$ cat src/hw/rtl/lorc_pkg.sv
package lorc_pkg;

    localparam int ENTRIES = 8;
    localparam int IDX_W   = (ENTRIES > 1) ? $clog2(ENTRIES) : 1;
    localparam int KEY_W   = 32;
    localparam int REG_W   = 5;
    localparam int STAMP_W = 32;
    localparam int CNT_W   = 32;

    typedef enum logic [1:0] {
        FN_LOOKUP     = 2'd0,
        FN_RECORD     = 2'd1,
        FN_INVALIDATE = 2'd2,
        FN_CLEAR      = 2'd3
    } func_t;

    typedef enum logic [1:0] {
        ST_IDLE,
        ST_SCAN,
        ST_FINISH
    } state_t;

    typedef struct packed {
        func_t                    func;
        logic signed [KEY_W-1:0]  offset;
        logic [REG_W-1:0]         reg_num;
    } req_t;

    typedef struct packed {
        logic                     hit;
        logic [REG_W-1:0]         found_reg;
        logic [CNT_W-1:0]         hit_total;
    } rsp_t;

endpackage

$ cat src/hw/rtl/lru_offset_register_cache_unit.sv
// Fully associative LRU cache that maps a signed 32-bit offset key to a 5-bit
// register number. Issue a transaction by raising start while busy is low; the
// request is taken at that clock edge. Each transaction yields exactly one
// result, shown on rsp for one cycle while done is high; the receiver cannot
// stall it, so capture it on that cycle. A transaction is entered from idle;
// the scan state then walks the entries in order, one entry per cycle, while a
// single shared key comparator and age subtractor examine each entry in turn;
// the finish state then updates the selected entry and registers the result.
// done rises as busy falls, and a new start is taken in that same
// cycle. The cache_enable register (cfg_we / cfg_wdata, reset 1) may only be
// written while no transaction is in flight; with it at 0, lookups miss and
// records are dropped, while invalidate and clear still act. Stamps and the
// hit counter wrap at 32 bits; on an eviction the entry with the largest age
// (current stamp minus entry stamp) is replaced, lowest index on ties, and an
// empty entry is always taken first.
module lru_offset_register_cache_unit (
    input  logic                clk,
    input  logic                rst_n,
    input  logic                start,
    output logic                busy,
    input  lorc_pkg::req_t      req,
    output logic                done,
    output lorc_pkg::rsp_t      rsp,
    input  logic                cfg_we,
    input  logic                cfg_wdata
);

    localparam logic [lorc_pkg::IDX_W-1:0] LAST_IDX =
        lorc_pkg::IDX_W'(lorc_pkg::ENTRIES - 1);

    // Entry storage: valid bits cleared by reset, payload undefined until written
    logic                          valid_reg [lorc_pkg::ENTRIES];
    logic [lorc_pkg::KEY_W-1:0]    key_reg   [lorc_pkg::ENTRIES];
    logic [lorc_pkg::REG_W-1:0]    preg_reg  [lorc_pkg::ENTRIES];
    logic [lorc_pkg::STAMP_W-1:0]  stamp_reg [lorc_pkg::ENTRIES];

    lorc_pkg::state_t              state_reg, state_next;
    lorc_pkg::req_t                op_reg;
    logic [lorc_pkg::IDX_W-1:0]    idx_reg;
    logic [lorc_pkg::STAMP_W-1:0]  access_reg;
    logic [lorc_pkg::CNT_W-1:0]    hits_reg, hits_next;
    logic                          enable_reg;

    // Scan trackers
    logic                          match_reg;
    logic [lorc_pkg::IDX_W-1:0]    match_idx_reg;
    logic [lorc_pkg::REG_W-1:0]    match_preg_reg;
    logic                          empty_reg;
    logic [lorc_pkg::IDX_W-1:0]    empty_idx_reg;
    logic                          best_set_reg;
    logic [lorc_pkg::STAMP_W-1:0]  best_age_reg;
    logic [lorc_pkg::IDX_W-1:0]    best_idx_reg;

    logic                          done_reg;
    lorc_pkg::rsp_t                rsp_reg, rsp_next;

    // FSM decode
    logic accept;
    logic scanning;
    logic finishing;

    // Shared compare unit, fed from the entry under the scan index
    logic                          cur_valid;
    logic                          key_eq;
    logic                          preg_eq;
    logic [lorc_pkg::STAMP_W-1:0]  cur_age;
    logic                          age_gt;

    // Finish-stage decode
    logic                          do_lookup;
    logic                          do_record;
    logic                          look_hit;
    logic [lorc_pkg::IDX_W-1:0]    wr_idx;

    assign cur_valid = valid_reg[idx_reg];
    assign key_eq    = (key_reg[idx_reg] == op_reg.offset);
    assign preg_eq   = (preg_reg[idx_reg] == op_reg.reg_num);
    assign cur_age   = access_reg - stamp_reg[idx_reg];
    assign age_gt    = (cur_age > best_age_reg);

    // Next state
    always_comb
    begin
        state_next = state_reg;
        case (state_reg)
            lorc_pkg::ST_IDLE:
            begin
                if (start)
                begin
                    state_next = lorc_pkg::ST_SCAN;
                end
            end
            lorc_pkg::ST_SCAN:
            begin
                if (idx_reg == LAST_IDX)
                begin
                    state_next = lorc_pkg::ST_FINISH;
                end
            end
            lorc_pkg::ST_FINISH:
            begin
                state_next = lorc_pkg::ST_IDLE;
            end
            default:
            begin
                state_next = lorc_pkg::ST_IDLE;
            end
        endcase
    end

    // FSM outputs
    always_comb
    begin
        busy      = 1'b1;
        scanning  = 1'b0;
        finishing = 1'b0;
        case (state_reg)
            lorc_pkg::ST_IDLE:   busy      = 1'b0;
            lorc_pkg::ST_SCAN:   scanning  = 1'b1;
            lorc_pkg::ST_FINISH: finishing = 1'b1;
            default:             busy      = 1'b1;
        endcase
    end

    assign accept = start && !busy;

    // Pick the target entry and build the result
    always_comb
    begin
        do_lookup = enable_reg && (op_reg.func == lorc_pkg::FN_LOOKUP);
        do_record = enable_reg && (op_reg.func == lorc_pkg::FN_RECORD);
        look_hit  = do_lookup && match_reg;

        if (match_reg)
        begin
            wr_idx = match_idx_reg;
        end
        else if (empty_reg)
        begin
            wr_idx = empty_idx_reg;
        end
        else
        begin
            wr_idx = best_idx_reg;
        end

        hits_next          = hits_reg + lorc_pkg::CNT_W'(look_hit);
        rsp_next.hit       = look_hit;
        rsp_next.found_reg = look_hit ? match_preg_reg : '0;
        rsp_next.hit_total = hits_next;
    end

    // Control state
    always_ff @(posedge clk or negedge rst_n)
    begin
        if (!rst_n)
        begin
            state_reg  <= lorc_pkg::ST_IDLE;
            access_reg <= '0;
            hits_reg   <= '0;
            enable_reg <= 1'b1;
            done_reg   <= 1'b0;
            idx_reg    <= '0;
        end
        else
        begin
            state_reg <= state_next;
            done_reg  <= finishing;
            if (cfg_we)
            begin
                enable_reg <= cfg_wdata;
            end
            if (accept)
            begin
                idx_reg <= '0;
                // Bump the stamp for enabled lookups and records only
                if (enable_reg && ((req.func == lorc_pkg::FN_LOOKUP) ||
                                   (req.func == lorc_pkg::FN_RECORD)))
                begin
                    access_reg <= access_reg + lorc_pkg::STAMP_W'(1);
                end
            end
            else if (scanning && (idx_reg != LAST_IDX))
            begin
                idx_reg <= idx_reg + lorc_pkg::IDX_W'(1);
            end
            if (finishing)
            begin
                hits_reg <= hits_next;
            end
        end
    end

    // Valid bits: invalidate drops during the scan, record sets, clear drops all
    always_ff @(posedge clk or negedge rst_n)
    begin
        if (!rst_n)
        begin
            for (int i = 0; i < lorc_pkg::ENTRIES; i++)
            begin
                valid_reg[i] <= 1'b0;
            end
        end
        else if (scanning && (op_reg.func == lorc_pkg::FN_INVALIDATE) &&
                 cur_valid && preg_eq)
        begin
            valid_reg[idx_reg] <= 1'b0;
        end
        else if (finishing && (op_reg.func == lorc_pkg::FN_CLEAR))
        begin
            for (int i = 0; i < lorc_pkg::ENTRIES; i++)
            begin
                valid_reg[i] <= 1'b0;
            end
        end
        else if (finishing && do_record)
        begin
            valid_reg[wr_idx] <= 1'b1;
        end
    end

    // Entry payload
    always_ff @(posedge clk)
    begin
        if (finishing && do_record)
        begin
            key_reg[wr_idx]   <= op_reg.offset;
            preg_reg[wr_idx]  <= op_reg.reg_num;
            stamp_reg[wr_idx] <= access_reg;
        end
        else if (finishing && look_hit)
        begin
            stamp_reg[match_idx_reg] <= access_reg;
        end
    end

    // Request hold and scan trackers
    always_ff @(posedge clk)
    begin
        if (accept)
        begin
            op_reg       <= req;
            match_reg    <= 1'b0;
            empty_reg    <= 1'b0;
            best_set_reg <= 1'b0;
        end
        else if (scanning)
        begin
            if (cur_valid && key_eq && !match_reg)
            begin
                match_reg      <= 1'b1;
                match_idx_reg  <= idx_reg;
                match_preg_reg <= preg_reg[idx_reg];
            end
            if (!cur_valid && !empty_reg)
            begin
                empty_reg     <= 1'b1;
                empty_idx_reg <= idx_reg;
            end
            if (cur_valid && (!best_set_reg || age_gt))
            begin
                best_set_reg <= 1'b1;
                best_age_reg <= cur_age;
                best_idx_reg <= idx_reg;
            end
        end
    end

    // Result register
    always_ff @(posedge clk)
    begin
        if (finishing)
        begin
            rsp_reg <= rsp_next;
        end
    end

    assign done = done_reg;
    assign rsp  = rsp_reg;

    // The strobe follows the finish cycle only
    a_done_after_finish: assert property (@(posedge clk) disable iff (!rst_n)
        done |-> $past(state_reg == lorc_pkg::ST_FINISH))
        else $error("done without a finish cycle");

    // Reported hit total matches the live counter
    a_total_tracks: assert property (@(posedge clk) disable iff (!rst_n)
        done |-> (rsp.hit_total == hits_reg))
        else $error("hit_total out of step with counter");

    // A miss reports register zero
    a_miss_zero: assert property (@(posedge clk) disable iff (!rst_n)
        (done && !rsp.hit) |-> (rsp.found_reg == '0))
        else $error("found_reg nonzero on a miss");

    // The scan ends at the last entry and moves to finish
    a_scan_ends: assert property (@(posedge clk) disable iff (!rst_n)
        (scanning && (idx_reg == LAST_IDX)) |=> (state_reg == lorc_pkg::ST_FINISH))
        else $error("scan did not end at the last entry");

    // An accepted transaction makes the block busy
    a_accept_busy: assert property (@(posedge clk) disable iff (!rst_n)
        accept |=> busy)
        else $error("not busy after accept");

endmodule
$ cat config.mk
export PLATFORM = sky130hd
export DESIGN_NAME = lru_offset_register_cache_unit
export DESIGN_NICKNAME = d
export VERILOG_FILES = /design/src/hw/rtl/lorc_pkg.sv /design/src/hw/rtl/lru_offset_register_cache_unit.sv
export SDC_FILE = /design/constraint.sdc
export NUM_CORES = 1
export LEC_CHECK = 0
export CAP_MARGIN = 10
export CORE_MARGIN = 2
export CORE_UTILIZATION = 40
export CTS_CLUSTER_DIAMETER = 50
export DETAILED_ROUTE_END_ITERATION = 12
export DONT_BUFFER_PORTS = 1
export GPL_TIMING_DRIVEN = 0
export HOLD_SLACK_MARGIN = 0.15
export PLACE_DENSITY = 0.59
export SLEW_MARGIN = 20
export SYNTH_ARGS = -nofsm -noshare
export SYNTH_HDL_FRONTEND = slang
export SYNTH_SLANG_ARGS = --single-unit
$ cat constraint.sdc
create_clock -name clk -period 10.8 [get_ports clk]
set_clock_uncertainty 0.2 [all_clocks]
set_input_delay 0.54 -clock clk [delete_from_list [all_inputs] [get_ports clk]]
set_output_delay 0.54 -clock clk [all_outputs]
set_load 0.02 [all_outputs]
==> impl_metrics.tcl <==
set metrics [dict create \
    cts_root_buffer "clkbuf_16" \
    grt_max_degree 80 \
    internal-power_mw 5.747 \
    p_clk_frac 0.343 \
    pwr-share-comb 0.233 \
    arrival_ps 10100 \
    hold_slack_ps 291.2 \
    final_common_cell "edfxtp_1" \
    synthesis.nets 2052 \
    tns_ps 0 \
    finalWorstSetupSlack_ps 873.7 \
    avgSynthCellArea_sq_um 15.98 \
    die_w_microns 282.3 \
    holdCritPathClass "flop to flop" \
    port_buffers 0 \
    max_freq_mhz 100.7 \
    postRouteAntennaNets 0 \
    path_clk_slew_ps 60 \
    synth-main-ff-cell "edfxtp_1" \
    die-area_sq_mm 0.07972 \
    reg2regPathDepth 23 \
    cts_tree "built" \
    cp-end-kind "flop" \
    clk_path_buf_depth 3 \
    route.detailed.drc 0 \
    start_util 0.4020 \
    outcome "completed" \
    clk_latency_ps 640 \
    syn_to_final_growth_pct 17.44 \
    ys.warnings.count 0 \
    fin_crit_ps 9926 \
    rr_endpoint "best_age_reg[12]" \
    r2r-start "idx_reg[0]" \
    p_sw_mw 2.521 \
    maxCapViolations 0 \
    ys_types 87 \
    dp_slack_ps 829.7 \
    dp_hpwl_microns 49210 \
    num_antenna_cells 0 \
    grt_pass1_wl_microns 112800 \
    cts.sinks 757 \
    multi_input_area_sq_mm 0.008217 \
    wire_per_inst_microns 23.63 \
    finalSetupViolCount 0 \
    cts_resized 0 \
    syn-instance-count 1939 \
    syn_area_sq_mm 0.03099 \
    ys_seq_area_frac 0.7198 \
    place_area_sq_mm 0.03318 \
    coreArea_sq_mm 0.07708 \
    powerDensity_mw_per_mm2 227.2 \
    synth_top_area_frac 0.6541 \
    row_count 102 \
    drive_above_1_share 0.1308 \
    rrSetupSlack_ps 870 \
    synth_area_leaders "edfxtp_1 (65%), dfrtp_1 (6.3%), ha_1 (2.7%), xnor2_1 (2.6%), a22oi_1 (2.6%)" \
    fin_area_sq_mm 0.03639 \
    vdd_drop_max_v 0.0001472 \
    finalCritPeriodShare 0.9191 \
    ctsHoldBuffers 44 \
    p_total_mw 8.268 \
    yosysTopAreaCell "edfxtp_1" \
    antenna_found_initial 1 \
    crit_path_max_fanout 22 \
    report.final.slew_viol_count 0 \
    postCtsSetupBuffers 0 \
    cp.required_ps 10970 \
    drtPass1Iterations 5 \
    synth_async_sr_flop_share 0.1044 \
    final_cell_mix "edfxtp_1 (675), a22oi_1 (106), xnor2_1 (92)" \
    place_congestion 0.7932 \
    die_y_microns 282.3 \
    hold_viol 0 \
    io_pins 84 \
    cp-endpoint "best_age_reg[12]" \
    synth_seq_cells 757 \
    cts-htree-levels 3 \
    drt_iter0_drc 1669 \
    crit_path_start_kind "flop" \
    wl_microns 75730 \
    cts_buffers 82 \
    critPathLaunch "idx_reg[0]" \
    final_nets 2211 \
    vias 17730 \
    fillers 6589 \
    viasPerCell 5.533 \
    grt_usage 0.1913 \
    pwr-share-seq 0.424 \
    rsz0062_at_grt "no" \
    tightest_slew_ps 1142 \
    relSlewSlack 0.2387 \
    swShare 0.3049 \
    grt_overflow_total 0 \
    crit_type "flop to flop" \
    grt_pass1_vias 18070 \
    synth_edf_count 675 \
    regArea_sq_mm 0.02231 \
    p_leak_nw 13.23 \
]
[synthesized netlist by cell type, types with 9 or more instances]
cell / instances
nor3_1: 15
o21ai_0: 33
a21o_1: 14
o21a_1: 9
nand3_1: 30
nand2b_1: 10
xor2_1: 57
mux2_2: 15
dfrtp_1: 78
ha_1: 68
mux4_2: 27
nor2b_1: 22
a22oi_1: 106
a22o_1: 40
clkbuf_1: 38
nand4_1: 28
a21oi_1: 38
a221oi_1: 53
xnor2_1: 92
and2_1: 12
inv_1: 64
mux2i_1: 27
edfxtp_1: 675
nor2_1: 90
nand2_1: 88
buf_2: 16
and3_1: 50
[worst max-delay path: stages (launching register included)]
cell and delay, ps:
dfrtp_1 530, and3b_1 270, clkbuf_1 320, clkbuf_1 820, buf_1 700, clkbuf_1 880
a22oi_1 190, and3_1 230, ha_1 400, nand4_1 340, a31o_2 310, a311o_1 360
o21ai_0 420, o211ai_1 240, a31oi_1 270, mux2i_1 210, o2111ai_1 180, ha_1 340
nand4_1 160, nor4_1 630, nand2_1 300, o41ai_1 770, a31oi_4 280, buf_16 300
[stage by stage]
stage | util | cells
2_1_floorplan | - | 1939
3_3_place_gp | 0.4189 | 2979
3_5_place_dp | 0.4305 | 3010
4_1_cts | 0.4721 | 3204
5_1_grt | 0.4721 | 3204
6_report | 0.4721 | 3204
[logic make-up after synthesis]
kind of cell | share of synthesized area
buf+inv | 0.01986
compound gates | 0.08959
mux | 0.03452
xor+xnor | 0.04211
flops | 0.7198
simple gates | 0.06597
fa+ha+maj | 0.02810
[layout make-up]
| class | instances | area share |
|---|---|---|
| sequential | 757 | 0.6129 |
| multi-input combinational | 1044 | 0.2258 |
| clock buffer | 104 | 0.06030 |
| tap | 1040 | 0.03575 |
| timing repair buffer | 75 | 0.03293 |
| clock inverter | 46 | 0.01537 |
| buffer | 73 | 0.01024 |
| inverter | 65 | 0.006704 |
[layer usage]
metal	GRT usage	part of all wire
met4	0.07258	0.034
met3	0.03155	0.055
met2	0.3169	0.49
met5	0	0.000092
met1	0.2534	0.43
[power groups by stage]
stage          logic [mW]  registers, mW  clock network [mW]
6_report             1.93           3.51                2.84
5_1_grt              2.10           3.52                2.99
4_1_cts              1.94           3.51                2.88
3_5_place_dp         1.91           3.57                   0
3_3_place_gp         1.85           3.57                   0
2_1_floorplan        1.24           3.52                   0
[worst min path at each step]
stage / from / to / slack [ps] / depth (start not counted)
after floorplan: rst_n / access_reg[0] / 40 / 0
after detailed placement: rst_n / hits_reg[0] / 50 / 0
final: hits_reg[0] / hits_reg[0] / 290 / 2
after global placement: rst_n / hits_reg[0] / 50 / 0
after global routing: req[23] / op_reg[23] / 300 / 1
after CTS: req[13] / op_reg[13] / 290 / 1
No activity file was read; power rests on OpenSTA's default activity.
